## config.mk

```make
export PLATFORM = sky130hd
export DESIGN_NAME = network_group_classifier_unit
export DESIGN_NICKNAME = d
export VERILOG_FILES = /design/src/rtl/ngc_pkg.sv /design/src/rtl/ngc_front.sv /design/src/rtl/ngc_queue.sv /design/src/rtl/ngc_back.sv /design/src/rtl/network_group_classifier_unit.sv
export SDC_FILE = /design/constraint.sdc
export NUM_CORES = 1
export LEC_CHECK = 0
export BUFFER_PORTS_ARGS = -buffer_cell sky130_fd_sc_hd__buf_4
export CAP_MARGIN = 40
export CORE_UTILIZATION = 43
export DETAILED_ROUTE_END_ITERATION = 12
export PLACE_DENSITY = 0.66
export SLEW_MARGIN = 15
export SYNTH_ARGS = -nofsm -noshare
export SYNTH_HDL_FRONTEND = slang
export SYNTH_HIERARCHICAL = 1
export SYNTH_SLANG_ARGS = --single-unit
```

## constraint.sdc

```tcl
create_clock -name clk_i -period 18.15 [get_ports clk_i]
set_clock_uncertainty 0.15 [all_clocks]
set_input_delay 0 -clock clk_i [delete_from_list [all_inputs] [get_ports clk_i]]
set_output_delay 0 -clock clk_i [all_outputs]
set_load 0.03 [all_outputs]
```

## src/rtl/ngc_pkg.sv

```systemverilog
// Shared types and constants for the network group classifier.
`default_nettype none
package ngc_pkg;

  localparam int unsigned MaxBytes   = 11;
  localparam int unsigned LenW       = 4;
  localparam int unsigned QueueDepth = 2;

  // group class codes
  localparam logic [7:0] ClsUnroutable = 8'd0;
  localparam logic [7:0] ClsIpv4       = 8'd1;
  localparam logic [7:0] ClsIpv6       = 8'd2;
  localparam logic [7:0] ClsOnion      = 8'd3;
  localparam logic [7:0] ClsInternal   = 8'd4;

  localparam logic [47:0] OnionPfx  = 48'hFD87_D87E_EB43;
  localparam logic [47:0] InternPfx = 48'hFD6B_88C0_8724;
  localparam logic [95:0] Nat64Pfx  = 96'h0064_FF9B_0000_0000_0000_0000;
  localparam logic [95:0] SiitPfx   = 96'h0000_0000_0000_0000_FFFF_0000;
  localparam logic [63:0] LlocalPfx = 64'hFE80_0000_0000_0000;
  localparam logic [15:0] Pfx2001   = 16'h2001;
  localparam logic [15:0] Pfx6to4   = 16'h2002;
  localparam logic [31:0] TeredoPfx = 32'h2001_0000;
  localparam logic [31:0] ProvPfx   = 32'h2001_0470;
  localparam logic [7:0]  UlaMask   = 8'hFE;
  localparam logic [7:0]  UlaVal    = 8'hFC;
  localparam logic [7:0]  LowNibble = 8'h0F;

  typedef struct packed {
    logic [63:0] addr_high;
    logic [63:0] addr_low;
    logic        is_v4;
  } in_item_t;

  typedef struct packed {
    logic [7:0] group_byte;
    logic       last;
  } out_item_t;

  // one classified address: bytes to emit, first byte in entry 0
  typedef struct packed {
    logic [MaxBytes-1:0][7:0] grp_bytes;
    logic [LenW-1:0]          len;
  } group_t;

  typedef struct packed {
    logic full;
    logic empty;
  } q_status_t;

endpackage
`default_nettype wire

```

## src/rtl/ngc_front.sv

```systemverilog
// Front end: input register and address classification into a group entry.
`default_nettype none
module ngc_front (
  input  wire logic               clk_i,
  input  wire logic               rst_ni,
  input  wire logic               start_i,
  output logic                    busy_o,
  input  wire ngc_pkg::in_item_t  item_i,
  input  wire ngc_pkg::q_status_t status_i,
  output logic                    push_o,
  output ngc_pkg::group_t         group_o
);

  logic              f_valid_q, f_valid_d;
  ngc_pkg::in_item_t f_item_q;
  logic              accept;

  logic [127:0] av;
  logic [7:0]   p, q, r;
  logic v4, onion, internal, v6, loopback, local_addr;
  logic priv, bench, v4link, cgnat, doc4, p2001, v6link, ula, orchid, orchid2;
  logic sixto4, nat64, teredo, siit, routable;

  assign busy_o  = f_valid_q && status_i.full;
  assign accept  = start_i && !busy_o;
  assign push_o  = f_valid_q && !status_i.full;

  always_comb begin
    f_valid_d = f_valid_q;
    if (accept) begin
      f_valid_d = 1'b1;
    end else if (push_o) begin
      f_valid_d = 1'b0;
    end
  end

  always_ff @(posedge clk_i or negedge rst_ni) begin
    if (!rst_ni) begin
      f_valid_q <= 1'b0;
    end else begin
      f_valid_q <= f_valid_d;
    end
  end

  always_ff @(posedge clk_i) begin
    if (accept) begin
      f_item_q <= item_i;
    end
  end

  // IPv4 goes to the mapped form ::ffff:a.b.c.d
  always_comb begin
    v4 = f_item_q.is_v4;
    av = v4 ? {80'h0, 16'hFFFF, f_item_q.addr_low[31:0]}
            : {f_item_q.addr_high, f_item_q.addr_low};
    p  = av[31:24];
    q  = av[23:16];
    r  = av[15:8];

    onion      = !v4 && (av[127:80] == ngc_pkg::OnionPfx);
    internal   = !v4 && !onion && (av[127:80] == ngc_pkg::InternPfx);
    v6         = !v4 && !onion && !internal;
    loopback   = v4 ? (p == 8'd127) : (av == 128'h1);
    local_addr = loopback || (v4 && (p == 8'd0));

    priv   = v4 && ((p == 8'd10) || ((p == 8'd192) && (q == 8'd168)) ||
                    ((p == 8'd172) && (q[7:4] == 4'h1)));
    bench  = v4 && (p == 8'd198) && (q[7:1] == 7'd9);
    v4link = v4 && (p == 8'd169) && (q == 8'd254);
    cgnat  = v4 && (p == 8'd100) && (q[7:6] == 2'b01);
    doc4   = v4 && (((p == 8'd192) && (q == 8'd0) && (r == 8'd2)) ||
                    ((p == 8'd198) && (q == 8'd51) && (r == 8'd100)) ||
                    ((p == 8'd203) && (q == 8'd0) && (r == 8'd113)));
    p2001   = v6 && (av[127:112] == ngc_pkg::Pfx2001);
    v6link  = v6 && (av[127:64] == ngc_pkg::LlocalPfx);
    ula     = v6 && ((av[127:120] & ngc_pkg::UlaMask) == ngc_pkg::UlaVal);
    orchid  = p2001 && (av[111:104] == 8'd0) && (av[103:100] == 4'h1);
    orchid2 = p2001 && (av[111:104] == 8'd0) && (av[103:100] == 4'h2);
    sixto4  = v6 && (av[127:112] == ngc_pkg::Pfx6to4);
    nat64   = v6 && (av[127:32] == ngc_pkg::Nat64Pfx);
    teredo  = v6 && (av[127:96] == ngc_pkg::TeredoPfx);
    siit    = v6 && (av[127:32] == ngc_pkg::SiitPfx);
    routable = !(priv || bench || v4link || v6link || cgnat || doc4 || ula ||
                 orchid || orchid2 || local_addr || internal);

    group_o = '0;
    if (internal) begin
      group_o.len          = ngc_pkg::LenW'(ngc_pkg::MaxBytes);
      group_o.grp_bytes[0] = ngc_pkg::ClsInternal;
      for (int k = 0; k < 10; k++) begin
        group_o.grp_bytes[k+1] = av[79-8*k -: 8];
      end
    end else if (!routable) begin
      group_o.len          = ngc_pkg::LenW'(1);
      group_o.grp_bytes[0] = ngc_pkg::ClsUnroutable;
    end else if (v4 || siit || nat64 || sixto4 || teredo) begin
      group_o.len          = ngc_pkg::LenW'(3);
      group_o.grp_bytes[0] = ngc_pkg::ClsIpv4;
      if (v4 || siit || nat64) begin
        group_o.grp_bytes[1] = av[31:24];
        group_o.grp_bytes[2] = av[23:16];
      end else if (sixto4) begin
        group_o.grp_bytes[1] = av[111:104];
        group_o.grp_bytes[2] = av[103:96];
      end else begin
        group_o.grp_bytes[1] = ~av[31:24];
        group_o.grp_bytes[2] = ~av[23:16];
      end
    end else if (onion) begin
      group_o.len          = ngc_pkg::LenW'(2);
      group_o.grp_bytes[0] = ngc_pkg::ClsOnion;
      group_o.grp_bytes[1] = av[79:72] | ngc_pkg::LowNibble;
    end else begin
      group_o.grp_bytes[0] = ngc_pkg::ClsIpv6;
      group_o.grp_bytes[1] = av[127:120];
      group_o.grp_bytes[2] = av[119:112];
      group_o.grp_bytes[3] = av[111:104];
      group_o.grp_bytes[4] = av[103:96];
      if (av[127:96] == ngc_pkg::ProvPfx) begin
        group_o.len          = ngc_pkg::LenW'(6);
        group_o.grp_bytes[5] = av[95:88] | ngc_pkg::LowNibble;
      end else begin
        group_o.len = ngc_pkg::LenW'(5);
      end
    end
  end

endmodule
`default_nettype wire

```

## src/rtl/ngc_queue.sv

```systemverilog
// Short queue of classified group entries between front and back end.
`default_nettype none
module ngc_queue #(
  parameter int unsigned Depth = ngc_pkg::QueueDepth
) (
  input  wire logic             clk_i,
  input  wire logic             rst_ni,
  input  wire logic             push_i,
  input  wire ngc_pkg::group_t  data_i,
  input  wire logic             pop_i,
  output ngc_pkg::group_t       head_o,
  output ngc_pkg::q_status_t    status_o
);

  localparam int unsigned PtrW = $clog2(Depth);
  localparam int unsigned CntW = $clog2(Depth + 1);

  ngc_pkg::group_t mem_q [Depth];
  logic [PtrW-1:0] wr_ptr_q, wr_ptr_d, rd_ptr_q, rd_ptr_d;
  logic [CntW-1:0] count_q, count_d;

  assign status_o.full  = (count_q == CntW'(Depth));
  assign status_o.empty = (count_q == '0);
  assign head_o         = mem_q[rd_ptr_q];

  always_comb begin
    wr_ptr_d = wr_ptr_q;
    rd_ptr_d = rd_ptr_q;
    if (push_i) begin
      wr_ptr_d = (wr_ptr_q == PtrW'(Depth - 1)) ? '0 : wr_ptr_q + PtrW'(1);
    end
    if (pop_i) begin
      rd_ptr_d = (rd_ptr_q == PtrW'(Depth - 1)) ? '0 : rd_ptr_q + PtrW'(1);
    end
    count_d = count_q + CntW'(push_i) - CntW'(pop_i);
  end

  always_ff @(posedge clk_i or negedge rst_ni) begin
    if (!rst_ni) begin
      wr_ptr_q <= '0;
      rd_ptr_q <= '0;
      count_q  <= '0;
    end else begin
      wr_ptr_q <= wr_ptr_d;
      rd_ptr_q <= rd_ptr_d;
      count_q  <= count_d;
    end
  end

  always_ff @(posedge clk_i) begin
    if (push_i) begin
      mem_q[wr_ptr_q] <= data_i;
    end
  end

endmodule
`default_nettype wire

```

## src/rtl/ngc_back.sv

```systemverilog
// Back end: walks the queue head entry and emits one group byte per cycle while the queue is not empty.
`default_nettype none
module ngc_back (
  input  wire logic               clk_i,
  input  wire logic               rst_ni,
  input  wire ngc_pkg::group_t    head_i,
  input  wire ngc_pkg::q_status_t status_i,
  output logic                    pop_o,
  output logic                    valid_o,
  output ngc_pkg::out_item_t      result_o
);

  logic [ngc_pkg::LenW-1:0] idx_q, idx_d;
  logic                     valid_q;
  ngc_pkg::out_item_t       result_q;
  logic [7:0]               sel_byte;
  logic                     is_last;

  always_comb begin
    sel_byte = head_i.grp_bytes[idx_q];
    is_last  = (idx_q == head_i.len - ngc_pkg::LenW'(1));
    pop_o    = !status_i.empty && is_last;
    idx_d    = idx_q;
    if (!status_i.empty) begin
      idx_d = is_last ? '0 : idx_q + ngc_pkg::LenW'(1);
    end
  end

  always_ff @(posedge clk_i or negedge rst_ni) begin
    if (!rst_ni) begin
      valid_q <= 1'b0;
      idx_q   <= '0;
    end else begin
      valid_q <= !status_i.empty;
      idx_q   <= idx_d;
    end
  end

  always_ff @(posedge clk_i) begin
    result_q.group_byte <= sel_byte;
    result_q.last       <= is_last;
  end

  assign valid_o  = valid_q;
  assign result_o = result_q;

endmodule
`default_nettype wire

```

## src/rtl/network_group_classifier_unit.sv

```systemverilog
// Top level of the peer address network group classifier.
//
// Input: an item (addr_high, addr_low, is_v4) is taken at a rising edge where
// start_i is high and busy_o is low. Output: each group byte appears on
// result_o for exactly one cycle with valid_o high; result_o.last marks the
// final byte of an address. The first byte is the class code, followed by
// zero to ten group bytes, so one address gives 1 to 11 results.
// Path: the first byte of an item passes through the classify register, a
// queue entry and the output register. Throughput: the byte emitter puts out
// one byte per cycle while the queue holds an entry, so the sustained input
// rate is bounded by the bytes per address, up to 11 for internal addresses. The entry queue
// (QueueDepth entries) plus the classify register absorb bursts; busy_o rises
// only while that register holds an item and the queue is full.
// The receiver cannot stall; bytes are never held back once emitted.
// Reset empties the queue and the classify register; no strobe follows reset
// until an item is accepted.
`default_nettype none
module network_group_classifier_unit #(
  parameter int unsigned QueueDepth = ngc_pkg::QueueDepth
) (
  input  wire logic              clk_i,
  input  wire logic              rst_ni,
  input  wire logic              start_i,
  output logic                   busy_o,
  input  wire ngc_pkg::in_item_t item_i,
  output logic                   valid_o,
  output ngc_pkg::out_item_t     result_o
);

  ngc_pkg::q_status_t q_st;
  ngc_pkg::group_t    push_grp, head_grp;
  logic               q_push, q_pop;

  ngc_front u_front (
    .clk_i    (clk_i),
    .rst_ni   (rst_ni),
    .start_i  (start_i),
    .busy_o   (busy_o),
    .item_i   (item_i),
    .status_i (q_st),
    .push_o   (q_push),
    .group_o  (push_grp)
  );

  ngc_queue #(
    .Depth (QueueDepth)
  ) u_queue (
    .clk_i    (clk_i),
    .rst_ni   (rst_ni),
    .push_i   (q_push),
    .data_i   (push_grp),
    .pop_i    (q_pop),
    .head_o   (head_grp),
    .status_o (q_st)
  );

  ngc_back u_back (
    .clk_i    (clk_i),
    .rst_ni   (rst_ni),
    .head_i   (head_grp),
    .status_i (q_st),
    .pop_o    (q_pop),
    .valid_o  (valid_o),
    .result_o (result_o)
  );

  // the byte after a final byte opens a new group, so it is a class code
  a_class_after_last: assert property (@(posedge clk_i) disable iff (!rst_ni)
    valid_o && result_o.last |=> !valid_o || (result_o.group_byte <= ngc_pkg::ClsInternal))
    else $error("group did not open with a class code");

  a_busy_only_full: assert property (@(posedge clk_i) disable iff (!rst_ni)
    busy_o |-> q_st.full)
    else $error("busy while queue has room");

  a_no_pop_empty: assert property (@(posedge clk_i) disable iff (!rst_ni)
    q_pop |-> !q_st.empty)
    else $error("pop from empty queue");

  a_push_not_full: assert property (@(posedge clk_i) disable iff (!rst_ni)
    q_push |-> !q_st.full)
    else $error("push into full queue");

endmodule
`default_nettype wire

```

== After elaboration in Yosys (flattened, before gate mapping) ==
Memory sizes are Yosys's and may differ from the RTL's.
Cells that the tools add are included.
Cells by class
  multiplexer cells: 23
  equality and inequality tests: 32
  divide/modulo/power cells: 0
  bitwise operators: 2
  multiply operators: 0
  shift operators: 0
  reduce and logical (&&, ||, !) cells: 65
  add/subtract/negate cells: 6
  order comparisons: 1
Operator list (number)
  == test 128 x 1 -> 1 bit, second input constant: 1
  two-way mux 128 bit: 1
  == test 48 bit, second input constant: 2
  == test 96 x 32 -> 1 bit, second input constant: 1
  == test 96 x 87 -> 1 bit, second input constant: 1
  two-way mux 40 bit: 2
  == test 32 x 30 -> 1 bit, second input constant: 2
  == test 64 bit, second input constant: 1
  == test 8 bit, second input constant: 7
  two-way mux 52 bit: 1
  logical AND 1 bit: 35
  binary-select mux 8 bit (select 4 bit): 1
  == test 16 x 14 -> 1 bit, second input constant: 2
  == test 8 x 7 -> 1 bit, second input constant: 4
  two-way mux 16 bit: 2
  two-way mux 32 bit: 1
  two-way mux 28 bit: 1
  zero test 8 bit: 3
  two-way mux 24 bit: 1
  two-way mux 20 bit: 1
  logical OR 1 bit: 19
  two-way mux 8 bit: 2
  NOT 8 bit: 2
  two-way mux 12 bit: 1
  other kinds (22): 35
Word-level totals
  memory bits (writable): 184
  ROM bits: 0
  output and inout bits: 11
  latch bits: 0
  memories: 1
  input port bits: 132
  flip-flop bits (word level): 148
  word-level logic and storage cells: 141
Memory list
  u_queue.mem_q: words 2, bits a word 92, read ports 1, clocked after Yosys merged registers in 0, write ports 1, RTL line ngc_queue.sv:18  | ngc_pkg::group_t mem_q [Depth];

== Logic depth before layout (Yosys ltp) ==
Gate-level depths: netlist of run 1.
  depth in word-level cells: 19
  depth in mapped cells: 11
  mapped depth without buffers: 10

== Cells and area by module ==
Netlist of run 1, hierarchy kept.
By module, submodules not included
  ngc_queue: times used 1, cells an instance 301, sequential area each 5625.4 µm², area an instance 7116.8 µm²
  ngc_front: times used 1, cells an instance 511, sequential area each 3898.7 µm², area an instance 6402.4 µm²
  ngc_back: times used 1, cells an instance 123, sequential area each 305.3 µm², area an instance 1246.2 µm²

== Worst setup path after synthesis of run 1 ==
No wires, ideal clock.
  kind: flip-flop to flip-flop
  start point: register u_queue.count_q[1]
  end point: register u_front/f_item_q[100] (netlist name), enable pin
  cell stages (with the launch flop): 4
  path buffers: 0
  library setup time: 0.631 ns
  period minus slack after synthesis: 7.263 ns
  slack: 10.887 ns
  data required time: 17.369 ns
  arrival: 6.481 ns
  cell sequence: dfrtp_1 nor2b_1 and2_1 nor2b_1
RTL lines
  from (decl): RTL line ngc_queue.sv:20  | logic [CntW-1:0] count_q, count_d;
  from (signal assigned): RTL line ngc_queue.sv:46  | count_q <= count_d;
  to (signal assigned): RTL line ngc_front.sv:47  | f_item_q <= item_i;
  to (decl): RTL line ngc_front.sv:15  | ngc_pkg::in_item_t f_item_q;

==> results of run 1 <==
[timing repair]
action | in CTS | in global routing
buffers inserted | 0 | 0
hold buffers | 132 | 0
endpoints found under the hold margin | 150 | 0
[final cells by class]
| cell class | count | area [µm²] | share of cell area [%] |
|---|---|---|---|
| Sequential cell | 332 | 9830 | 52.7 |
| Multi-Input combinational cell | 542 | 4590 | 24.6 |
| Timing Repair Buffer | 287 | 2520 | 13.5 |
| Clock buffer | 42 | 923 | 4.95 |
| Tap cell | 448 | 561 | 3.01 |
| Clock inverter | 21 | 168 | 0.899 |
| Inverter | 12 | 45.0 | 0.242 |
[through the flow]
step,hold WS (ns),cell area [µm²],power [mW],std cells
after floorplan,-0.446,14800,1.74,939
after global placement,-0.310,16200,1.94,1487
after detailed placement,-0.308,16200,1.95,1488
after CTS,0.0295,18600,2.65,1683
after global routing,0.0288,18600,2.75,1684
final,0.0398,18600,2.64,1684
[layout by cell type, fill, tap and decap left out, types with 6 or more instances in the layout]
cell type                       instances
sky130_fd_sc_hd__mux2_4                70
sky130_fd_sc_hd__buf_4                153
sky130_fd_sc_hd__clkinv_1              10
sky130_fd_sc_hd__a22o_1                22
sky130_fd_sc_hd__nor3_1                15
sky130_fd_sc_hd__dfxtp_1                9
sky130_fd_sc_hd__a211oi_1               6
sky130_fd_sc_hd__dfrtp_1                9
sky130_fd_sc_hd__clkbuf_1               6
sky130_fd_sc_hd__o211ai_1               7
sky130_fd_sc_hd__mux4_2                 9
sky130_fd_sc_hd__o21ai_0               16
sky130_fd_sc_hd__mux2i_1               10
sky130_fd_sc_hd__o31ai_1                6
sky130_fd_sc_hd__dlygate4sd3_1        132
sky130_fd_sc_hd__mux2_2                24
sky130_fd_sc_hd__nand3_1               19
sky130_fd_sc_hd__a21oi_1               23
sky130_fd_sc_hd__nor2_1                41
sky130_fd_sc_hd__clkbuf_16             36
sky130_fd_sc_hd__inv_1                 11
sky130_fd_sc_hd__nand2_1               45
sky130_fd_sc_hd__nand4_1               22
sky130_fd_sc_hd__nor4_1                25
sky130_fd_sc_hd__nor2b_1                7
sky130_fd_sc_hd__and2_1                42
sky130_fd_sc_hd__edfxtp_1             313
sky130_fd_sc_hd__nand4b_1              12
[final timing paths]
| path | start | endpoint | slack (ns) | cells past startpoint |
|---|---|---|---|---|
| setup / recovery | u_front/v4 | u_queue/mem_q[0][23] | 14.01 | 7 |
| hold / removal | item_i[44] | u_front/f_item_q[44] | 0.04 | 2 |
| setup reg to reg | u_front/v4 | u_queue/mem_q[0][23] | 14.01 | 7 |
| hold reg to reg | u_queue/wr_ptr_q | u_queue/wr_ptr_q | 0.40 | 1 |
| max in group asynchronous | rst_ni | u_queue/rd_ptr_q | 17.11 | 3 |
| min in group asynchronous | rst_ni | u_back/idx_q[1] | 0.36 | 3 |
[worst register-to-register path: stages (launching register included)]
cell and delay, ns:
sky130_fd_sc_hd__edfxtp_1 0.90, sky130_fd_sc_hd__clkinv_1 0.81, sky130_fd_sc_hd__a211oi_1 0.41, sky130_fd_sc_hd__nand4_1 0.23
sky130_fd_sc_hd__nand2_1 0.20, sky130_fd_sc_hd__o221ai_2 0.17, sky130_fd_sc_hd__or2_1 0.53, sky130_fd_sc_hd__o31ai_1 0.51
[metal layers]
layer / up-vias / wire length, µm / GRT usage [%]
met5: - / 0 / 0
met4: 0 / 1540 / 9.49
li1: 4247 / - / -
met3: 94 / 2200 / 3.00
met1: 4461 / 16000 / 29.1
met2: 381 / 18700 / 36.7
[flip-flops by register name, summed over array words and instances (netlist names)]
| signal | count |
|---|---|
| u_front/f_valid_q | 1 |
| u_back/valid_o | 1 |
| u_queue/mem_q | 184 |
| u_back/result_o | 9 |
| u_queue/rd_ptr_q | 1 |
| u_front/v4 | 1 |
| u_back/idx_q | 4 |
| u_queue/count_q | 2 |
| u_queue/wr_ptr_q | 1 |
| u_front/f_item_q | 128 |
[cell families after synthesis]
family | synth area share [%]
multiplexers | 11.9
flip-flops | 66.6
buffers and inverters | 2.64
XOR/XNOR | 0.788
AND/OR/NAND/NOR | 11.6
AO/OA/AOI/OAI | 6.16
adder cells (fa/ha/maj) | 0.339
other | 0.0254
[where the power goes]
group          internal [mW]  switching (mW)  total [mW]
clock                  0.393           0.288       0.681
sequential              1.08           0.127        1.21
combinational          0.367           0.383       0.750
total                   1.84           0.798        2.64
==> results.rst, run 1 <==
.. list-table::
   :header-rows: 1

   * - Metric
     - Value
   * - CTS Buf Count
     - 35
   * - Slew @ Worst Pin
     - 0.851 ns
   * - Core Region
     - 0.0337 mm²
   * - Post-route clock period utilization
     - 22.8%
   * - Post-route core utilization
     - 55.3%
   * - Required arrival time at the worst endpoint
     - 18.28 ns
   * - Crit path buf inv count
     - 1
   * - Drt pass-1 iters
     - 5
   * - Final estimated routing congestion in global placement
     - 0.888
   * - # port buffers
     - 142
   * - Power density over cell area
     - 142 mW/mm²
   * - Number of pins with negative max-slew slack in the final report
     - 0
   * - Share of Yosys cell area claimed by the top area cell type
     - 63.7%
   * - Post-synth top flop
     - sky130_fd_sc_hd__edfxtp_1
   * - Per-cell via count in the routed design
     - 5.45
   * - Sum of net half-perimeters after detailed placement
     - 25.9 mm
   * - Biggest area consumer among synthesized cells
     - sky130_fd_sc_hd__edfxtp_1
   * - # nets final
     - 1346
   * - TritonCTS clock tree
     - done
   * - Post-detailed-routing wire length
     - 38.5 mm
   * - Die Ht
     - 187 µm
   * - Final Hold Viols
     - 0
   * - Mapped cell area
     - 0.0148 mm²
   * - CTS max path bufs
     - 3
   * - Most used standard cells in the synthesized netlist
     - 313 x sky130_fd_sc_hd__edfxtp_1, 70 x sky130_fd_sc_hd__mux2_4, 45 x sky130_fd_sc_hd__nand2_1
   * - Async set-reset flop share out of synthesis
     - 3.01%
   * - Number of gates resized after CTS
     - 0
   * - First-pass GRT wire length
     - 58.2 mm
   * - Worst setup SP type
     - flop
   * - Max stage delay cell, worst path
     - sky130_fd_sc_hd__edfxtp_1
   * - IO Pins
     - 143
   * - CTS H-tree depth
     - 2
   * - Leakage power figure
     - 6.78 nW
   * - Peak ir drop on the vdd network
     - 0.0753 mV
   * - Via Count
     - 9183
   * - Signal arrival time at the worst endpoint
     - 4.27 ns
   * - Type of the setup path with the least slack
     - reg -> reg
   * - Fin Setup TNS
     - 0 ns
   * - # Max-Cap Violations
     - 0
   * - Die footprint
     - 0.0351 mm²
   * - Antenna violations before repair
     - 0
   * - Sequential share of the synthesized area
     - 66.6%
   * - Number of distinct library cells after synthesis
     - 75
   * - Clock Latency Late Sink
     - 0.52 ns
   * - Main area contributors after synthesis
     - sky130_fd_sc_hd__edfxtp_1 64%, sky130_fd_sc_hd__mux2_4 7.1%, sky130_fd_sc_hd__mux2_2 1.8%
   * - Filler Cell Count
     - 2634
   * - Critical-path maximum fanout
     - 21
   * - Yosys synthesis warning count
     - 6
   * - Upper clock frequency limit
     - 0.241 GHz
   * - Clock tree root driver cell
     - sky130_fd_sc_hd__clkbuf_16
   * - Cell count after synthesis
     - 935
   * - Status
     - complete, no violations
   * - Syn avg cell area
     - 15.8 µm²
   * - Total of flip-flops plus latches after synthesis
     - 332
   * - Residual DRC
     - 0
   * - Library cell with the highest instance count after synthesis
     - sky130_fd_sc_hd__edfxtp_1
   * - Capturing element type of the critical path
     - flop
   * - Post-route minimum period
     - 4.14 ns
   * - Global routing usage summed across all routing layers
     - 22.1%
   * - Ratio of cells with drive above 1 in the final layout
     - 27.4%
   * - Number of setup violations in the final report
     - 0
   * - Clock Pin Slew Worst Setup and Hold Paths
     - 0.06 ns
   * - Initial standard-cell utilization of the core
     - 43.8%
   * - Pin count of the biggest net entering global routing
     - 69
   * - Vias in the first global route
     - 9650
   * - Sink Count
     - 332
   * - EDFF count, synth
     - 313
   * - Overflow left after global routing
     - 0
   * - Synth-to-Final Area Change
     - 26.3%
   * - Cell family with most CP delay
     - compound AO/OA/AOI/OAI gates
   * - # diodes
     - 0
   * - DRT antenna net count
     - 0
   * - Die Width
     - 187 µm
   * - Hold Path Class
     - in -> reg
   * - Final worst setup slack
     - 14.01 ns
   * - Maximum cell stage delay along the critical path
     - 0.90 ns
   * - Count of standard-cell rows
     - 67
   * - Pre-CTS worst setup slack
     - 14.04 ns
   * - Worst max-slew margin expressed relative to the limit
     - 43.2%
   * - Setup repair after global routing missed its margin
     - false
   * - Wire per inst
     - 22.8 µm
   * - Drt first-iter violations
     - 882
   * - Critical Path, Cell by Cell
     - clkinv_1 > a211oi_1 > nand4_1 > nand2_1 > o221ai_2 > or2_1 > o31ai_1
(Power assumes the default switching activity.)
==> inputs of run 2 (changes only) <==
ABC_AREA = 1   (was unset)
clock period = 4.3 ns   (was 18.15 ns; I/O delays follow)
==> results.rst, run 2 <==
.. list-table::
   :header-rows: 1

   * - Metric
     - Value
   * - Status
     - complete, no violations
   * - Via Count
     - 12900 (+41%)
   * - Most frequent cells in the layout
     - 489 x sky130_fd_sc_hd__nand2_1, 313 x sky130_fd_sc_hd__edfxtp_1, 226 x sky130_fd_sc_hd__inv_1
   * - Final Hold Viols
     - 0 (unchanged)
   * - Leakage power figure
     - 8.63 nW (+27%)
   * - Fin Setup TNS
     - 0 ns (unchanged)
   * - Yosys synthesis warning count
     - 6 (unchanged)
   * - Worst r2r dst
     - u_queue/mem_q[1][26]
   * - Post-detailed-routing wire length
     - 47.9 mm (+25%)
   * - Count of standard-cell rows
     - 69 (+3.0%)
   * - Placed Area
     - 0.0173 mm² (+7.0%)
   * - Mux cell area share after synthesis
     - 0% (-12 points)
   * - Critical-path maximum fanout
     - 23 (+9.5%)
   * - Cell repeated most along the worst path
     - sky130_fd_sc_hd__nand2_1
   * - CTS H-tree depth
     - 2 (unchanged)
   * - Beginning of the critical path
     - u_front/v4
   * - Hold buffer count at cts
     - 178 (+35%)
   * - Sequential share of the synthesized area
     - 62.0% (-4.6 points)
   * - Max stage delay cell, worst path
     - sky130_fd_sc_hd__inv_2
   * - Biggest area consumer among synthesized cells
     - sky130_fd_sc_hd__edfxtp_1
   * - Biggest regs
     - u_queue/mem_q x184, u_front/f_item_q x128, u_back/result_o x9
   * - Number of gates resized after CTS
     - 0 (unchanged)
   * - Synth-to-Final Area Change
     - 27.6%
   * - # nets final
     - 2150 (+60%)
   * - Post-synthesis adder-cell area fraction
     - 0.316% (-0.023 points)
   * - Launch point of the worst reg-to-reg path
     - u_front/v4
   * - Post-route cell area
     - 0.0202 mm² (+8.6%)
   * - # port buffers
     - 142 (unchanged)
   * - Clock Latency Late Sink
     - 0.56 ns (+0.04 ns)
   * - Upper clock frequency limit
     - 0.278 GHz (+15%)
   * - Pin count of the biggest net entering global routing
     - 93 (+35%)
   * - Filler Cell Count
     - 3119 (+18%)
   * - Post-route clock period utilization
     - 83.5% (+61 points)
   * - CTS Buf Count
     - 36 (+2.9%)
   * - Overflow left after global routing
     - 0 (unchanged)
   * - Setup repair after global routing missed its margin
     - false
   * - Async set-reset flop share out of synthesis
     - 3.01% (unchanged)
   * - Share of Yosys cell area claimed by the top area cell type
     - 59.3% (-4.4 points)
   * - Drt first-iter violations
     - 1459 (+65%)
   * - Post-synth top flop
     - sky130_fd_sc_hd__edfxtp_1
   * - Residual DRC
     - 0 (unchanged)
   * - Total of flip-flops plus latches after synthesis
     - 332 (unchanged)
   * - Number of distinct library cells after synthesis
     - 41 (-45%)
   * - # diodes
     - 0 (unchanged)
   * - Most used standard cells in the synthesized netlist
     - 489 x sky130_fd_sc_hd__nand2_1, 313 x sky130_fd_sc_hd__edfxtp_1, 227 x sky130_fd_sc_hd__inv_1
   * - Clock Pin Slew Worst Setup and Hold Paths
     - 0.06 ns (about the same)
   * - Global routing usage summed across all routing layers
     - 25.7% (+3.6 points)
   * - Mapped cell area
     - 0.0159 mm² (+7.4%)
   * - Clock tree root driver cell
     - sky130_fd_sc_hd__clkbuf_16
   * - R2r worst-path depth
     - 16 (+9)
   * - EDFF count, synth
     - 313 (unchanged)
   * - Vias in the first global route
     - 12600 (+31%)
   * - Required arrival time at the worst endpoint
     - 4.44 ns (-13.84 ns)
   * - Syn avg cell area
     - 9.33 µm² (-41%)
   * - Drt pass-1 iters
     - 6 (+1)
   * - Capture endpoint of the worst hold path
     - u_front/f_item_q[78]
   * - # Max-Cap Violations
     - 0 (unchanged)
   * - DRT antenna net count
     - 0 (unchanged)
   * - First-pass GRT wire length
     - 73.2 mm (+26%)
   * - Hold-critical path depth
     - 2 (unchanged)
   * - Die Width
     - 194 µm (+3.6%)
   * - Antenna violations before repair
     - 0 (unchanged)
   * - TritonCTS clock tree
     - done
   * - Sink Count
     - 332 (unchanged)
   * - Peak ir drop on the vdd network
     - 0.338 mV (+350%)
   * - Number of pins with negative max-slew slack in the final report
     - 0 (unchanged)
   * - Initial standard-cell utilization of the core
     - 44.2% (+0.35 points)
   * - Worst max-slew margin expressed relative to the limit
     - 42.9% (-0.34 points)
   * - Wire per inst
     - 19.2 µm (-16%)
   * - Xor/xnor cell area share of the yosys netlist
     - 0.386% (-0.40 points)
   * - Maximum cell stage delay along the critical path
     - 0.52 ns (-0.38 ns)
   * - Power density over cell area
     - 552 mW/mm² (+290%)
   * - Worst setup SP type
     - flop
   * - Capturing element type of the critical path
     - flop
   * - Top register by number of flip-flops
     - u_queue/mem_q
   * - Die footprint
     - 0.0377 mm² (+7.3%)
   * - IO Pins
     - 143 (unchanged)
   * - Library cell with the highest instance count after synthesis
     - sky130_fd_sc_hd__nand2_1
   * - Type of the setup path with the least slack
     - reg -> reg
   * - Sum of net half-perimeters after detailed placement
     - 33.4 mm (+29%)
   * - Main area contributors after synthesis
     - sky130_fd_sc_hd__edfxtp_1 59%, sky130_fd_sc_hd__nand2_1 12%, sky130_fd_sc_hd__inv_1 5.4%
   * - Largest register FFs
     - 184 (unchanged)
   * - Final estimated routing congestion in global placement
     - 0.969 (+9.1%)
   * - Slack of the worst reg-to-reg path
     - 0.71 ns (-13.30 ns)
   * - Post-route minimum period
     - 3.59 ns (-0.551 ns)
   * - Leading cell type in the layout, fill and taps excluded
     - sky130_fd_sc_hd__nand2_1
   * - Hold Path Class
     - in -> reg
   * - Per-cell via count in the routed design
     - 5.18 (-5.0%)
   * - Post-CTS repair timing setup buffer count
     - 0 (unchanged)
   * - Critical Path, Cell by Cell
     - inv_2 > buf_4 > nand2_2 > nand2_1 > inv_1 > nand2_1 > nor2_1 > nand2_1 > nor2_1 > nand2_1 > buf_4 > nand4_2 > inv_2 > nand2_1 > nand3_1 > nand2_1
   * - Slew @ Worst Pin
     - 0.857 ns (+0.00504 ns)
   * - Core Region
     - 0.0359 mm² (+6.6%)
   * - Signal arrival time at the worst endpoint
     - 3.73 ns (-0.54 ns)
   * - Die Ht
     - 194 µm (+3.6%)
   * - CTS max path bufs
     - 3 (unchanged)
   * - Complex-gate fraction of the synthesized area
     - 5.21% (-0.95 points)
   * - Cell count after synthesis
     - 1701 (+82%)
   * - Launch point of the worst hold path
     - item_i[78]
   * - Post-Synth Simple-Gate Area
     - 24.0% (+12 points)
   * - Ratio of cells with drive above 1 in the final layout
     - 12.3% (-15 points)
   * - Combinational family with the most area after synthesis
     - simple AND/OR/NAND/NOR gates
   * - Number of setup violations in the final report
     - 0 (unchanged)
## run 2: cell types whose count changed after synthesis, sizes merged, moves of 20 or more
cell   previous run  this run
nand2            45       493
inv              11       232
nor2             41       208
o21ai            21       151
mux2             94         0
nand3            19        99
and2             43         1
nand4            22        51
a22o             22         0
nor4             31         9
a21oi            23         3
buf              35        55
## run 2: how the worst max path moves through the flow
stage | to | slack [ns] | cells after the start
2_1_floorplan | u_queue/mem_q[0][0] | 0.55 | 5
3_3_place_gp | u_queue/mem_q[0][4] | 0.68 | 14
3_5_place_dp | u_queue/mem_q[1][26] | 0.73 | 16
4_1_cts | u_queue/mem_q[1][26] | 0.75 | 16
5_1_grt | u_queue/mem_q[1][28] | 0.30 | 15
6_report | u_queue/mem_q[1][26] | 0.71 | 16
## run 2: per-layer routing
| metal | track usage [%] | share of wire, % | wire length, µm |
|---|---|---|---|
| met4 | 10.7 | 3.7 | 1800 |
| met2 | 42.9 | 48 | 22800 |
| met5 | 0 | 0 | 0 |
| met1 | 34.0 | 43 | 20400 |
| met3 | 3.29 | 6.0 | 2860 |
## run 2: cell families (layout without fill, tap and decap cells)
logic type / Yosys count / after routing
simple gates: 894 / 894
flops: 332 / 332
buf+inv: 302 / 635
compound gates: 161 / 161
xor+xnor: 7 / 7
fa+ha+maj: 4 / 4
other cells: 1 / 5
## run 2: cell type report
class	instances	area, µm²	share of cell area (%)
sequential	332	9830	48.6
multi-input combinational	1071	4770	23.6
timing repair buffer	340	3070	15.2
clock buffer	41	920	4.54
inverter	233	876	4.33
tap	461	577	2.85
clock inverter	21	195	0.964
## run 2: worst max-delay path, delay by kind of cell (launching register included)
kind | cells | cell delay [ns]
buffers and inverters | 5 | 1.29
AND/OR/NAND/NOR | 11 | 1.50
flip-flops | 1 | 0.39
## run 2: per-stage QoR
stage / util [%] / hold WS, ns / setup slack, ns / cells / power [mW]
4_1_cts: 56.4 / 0.000364 / 0.748 / 2499 / 11.2
5_1_grt: 56.4 / 0.0203 / 0.301 / 2499 / 11.8
6_report: 56.4 / 0.0273 / 0.708 / 2499 / 11.2
2_1_floorplan: - / -0.446 / 0.553 / 1705 / 6.98
3_5_place_dp: 48.3 / -0.310 / 0.735 / 2259 / 8.10
3_3_place_gp: 48.2 / -0.314 / 0.685 / 2256 / 8.02
## run 2: power by group
group	switching, mW	total [mW]	internal, mW
combinational	2.23	3.25	1.02
clock	1.27	2.99	1.72
sequential	0.438	4.93	4.49
==> inputs of run 3 (changes only) <==
PLACE_DENSITY = 0.68   (was 0.66)
clock period = 3 ns   (was 4.3 ns; I/O delays follow)
==> results.rst, run 3 (same netlist as run 2, synthesis figures left out) <==
.. list-table::
   :header-rows: 1

   * - Metric
     - Value
   * - CTS H-tree depth
     - 2 (unchanged)
   * - Drt pass-1 iters
     - 5 (-1)
   * - Drt first-iter violations
     - 1083 (-26%)
   * - Ratio of cells with drive above 1 in the final layout
     - 15.4% (+3.2 points)
   * - # nets final
     - 2154 (+0.19%)
   * - Sum of net half-perimeters after detailed placement
     - 33.6 mm (+0.54%)
   * - Worst max-slew margin expressed relative to the limit
     - 41.9% (-1.0 points)
   * - IO Pins
     - 143 (unchanged)
   * - Die Width
     - 194 µm (unchanged)
   * - Pin count of the biggest net entering global routing
     - 99 (+6.5%)
   * - CTS Buf Count
     - 35 (-2.8%)
   * - DRT antenna net count
     - 0 (unchanged)
   * - Die Ht
     - 194 µm (unchanged)
   * - TritonCTS clock tree
     - done
   * - Hold Path Class
     - in -> reg
   * - First-pass GRT wire length
     - 72.8 mm (-0.54%)
   * - Leakage power figure
     - 8.71 nW (+0.91%)
   * - Signal arrival time at the worst endpoint
     - 3.04 ns (-0.69 ns)
   * - Antenna violations before repair
     - 0 (unchanged)
   * - Global routing usage summed across all routing layers
     - 25.3% (-0.44 points)
   * - Per-cell via count in the routed design
     - 5.18 (about the same)
   * - Critical-path maximum fanout
     - 15 (-35%)
   * - Type of the setup path with the least slack
     - reg -> reg
   * - Die footprint
     - 0.0377 mm² (unchanged)
   * - Count of standard-cell rows
     - 69 (unchanged)
   * - Slew @ Worst Pin
     - 0.872 ns (+0.0152 ns)
   * - Post-route minimum period
     - 2.93 ns (-0.664 ns)
   * - Post-route clock period utilization
     - 97.6% (+14 points)
   * - Overflow left after global routing
     - 0 (unchanged)
   * - Initial standard-cell utilization of the core
     - 44.2% (unchanged)
   * - Status
     - complete, no violations
   * - Power density over cell area
     - 792 mW/mm² (+44%)
   * - Post-route core utilization
     - 56.5% (+0.12 points)
   * - Beginning of the critical path
     - u_front/f_item_q[48]
   * - Clock Pin Slew Worst Setup and Hold Paths
     - 0.06 ns (about the same)
   * - Final Hold Viols
     - 0 (unchanged)
   * - Number of pins with negative max-slew slack in the final report
     - 0 (unchanged)
   * - Required arrival time at the worst endpoint
     - 3.11 ns (-1.33 ns)
   * - Wire per inst
     - 19.1 µm (-0.62%)
   * - Vias in the first global route
     - 12700 (+0.28%)
   * - Core Region
     - 0.0359 mm² (unchanged)
   * - Clock Latency Late Sink
     - 0.54 ns (-0.02 ns)
   * - Largest register FFs
     - 184 (unchanged)
   * - Leading cell type in the layout, fill and taps excluded
     - sky130_fd_sc_hd__nand2_1
   * - Sink Count
     - 332 (unchanged)
   * - # Max-Cap Violations
     - 0 (unchanged)
   * - Upper clock frequency limit
     - 0.341 GHz (+23%)
   * - Top register by number of flip-flops
     - u_queue/mem_q
   * - Via Count
     - 13000 (+0.10%)
   * - Number of setup violations in the final report
     - 0 (unchanged)
   * - Post-detailed-routing wire length
     - 47.7 mm (-0.50%)
   * - Fin Setup TNS
     - 0 ns (unchanged)
   * - CTS max path bufs
     - 3 (unchanged)
   * - Capturing element type of the critical path
     - flop
   * - Residual DRC
     - 0 (unchanged)
   * - Biggest regs
     - u_queue/mem_q x184, u_front/f_item_q x128, u_back/result_o x9
   * - Worst setup SP type
     - flop
   * - Peak ir drop on the vdd network
     - 0.580 mV (+71%)
   * - Clock tree root driver cell
     - sky130_fd_sc_hd__clkbuf_16
   * - Most frequent cells in the layout
     - 488 x sky130_fd_sc_hd__nand2_1, 313 x sky130_fd_sc_hd__edfxtp_1, 224 x sky130_fd_sc_hd__inv_1
   * - # port buffers
     - 142 (unchanged)
   * - Final estimated routing congestion in global placement
     - 0.975 (+0.61%)
   * - Launch point of the worst reg-to-reg path
     - u_front/f_item_q[48]
   * - Launch point of the worst hold path
     - item_i[8]
   * - Synth-to-Final Area Change
     - 27.9%
   * - # diodes
     - 0 (unchanged)
[run 3: metrics by stage]
stage               instance area (µm²)  setup slack, ns  total power, mW  hold slack (ns)  instances
CTS                               20200           0.0138             16.1         0.000123       2501
finish                            20300           0.0712             16.1           0.0166       2502
detailed placement                17700           -0.146             11.7           -0.302       2305
global placement                  17700           -0.187             11.6           -0.313       2304
floorplan                         15900           -0.158             9.99           -0.446       1705
global route                      20300          -0.0189             17.0          0.00871       2502
[run 3: final timing paths]
path	endpoint	slack (ns)	depth (start not counted)
worst max-delay path	u_queue/mem_q[1][13]	0.07	14
worst min-delay path	u_front/f_item_q[8]	0.02	2
worst max register to register	u_queue/mem_q[1][13]	0.07	14
worst min register to register	u_queue/wr_ptr_q	0.40	1
max in group asynchronous	u_queue/rd_ptr_q	1.97	3
min in group asynchronous	u_front/f_valid_q	0.34	3
[run 3: report_power, final]
group	switching [mW]	total, mW	internal (mW)
Sequential	0.488	6.92	6.44
Clock	1.76	4.19	2.43
Combinational	3.37	4.95	1.58
[run 3: layout make-up]
| type | instances | area [µm²] |
|---|---|---|
| inverter | 233 | 881 |
| timing repair buffer | 344 | 3040 |
| multi-input combinational | 1072 | 4840 |
| fill | 3108 | 15600 |
| clock inverter | 15 | 156 |
| clock buffer | 45 | 953 |
| tap | 461 | 577 |
| sequential | 332 | 9830 |
[run 3: critical path, cell delays in order (launching register included)]
cell	delay, ns
sky130_fd_sc_hd__edfxtp_1	0.49
sky130_fd_sc_hd__nor3_1	0.38
sky130_fd_sc_hd__nand2_1	0.16
sky130_fd_sc_hd__nor2_4	0.19
sky130_fd_sc_hd__nand2_1	0.11
sky130_fd_sc_hd__nor2_1	0.11
sky130_fd_sc_hd__nand2_1	0.08
sky130_fd_sc_hd__buf_4	0.20
sky130_fd_sc_hd__nand3_2	0.13
sky130_fd_sc_hd__buf_12	0.15
sky130_fd_sc_hd__nand2_1	0.07
sky130_fd_sc_hd__nand2_1	0.12
sky130_fd_sc_hd__nand2_1	0.08
sky130_fd_sc_hd__nand2_1	0.10
sky130_fd_sc_hd__nand2_1	0.12
[run 3: routing by layer]
layer	part of all wire, %	global-route usage (%)	wire, µm	vias to the layer above
met5	0	0	0	-
met4	3.1	9.20	1460	0
met3	6.9	3.22	3270	94
met2	49	43.1	23400	571
met1	41	33.1	19600	6083
li1	-	-	-	6214
[run 3: timing repair]
action	CTS	global route
hold buffers	135	0
setup endpoints to repair	46	75
cloned	1	0
endpoints found under the hold margin	151	0
setup buffers	0	1
gates resized for setup	5	19
pin swaps	1	2
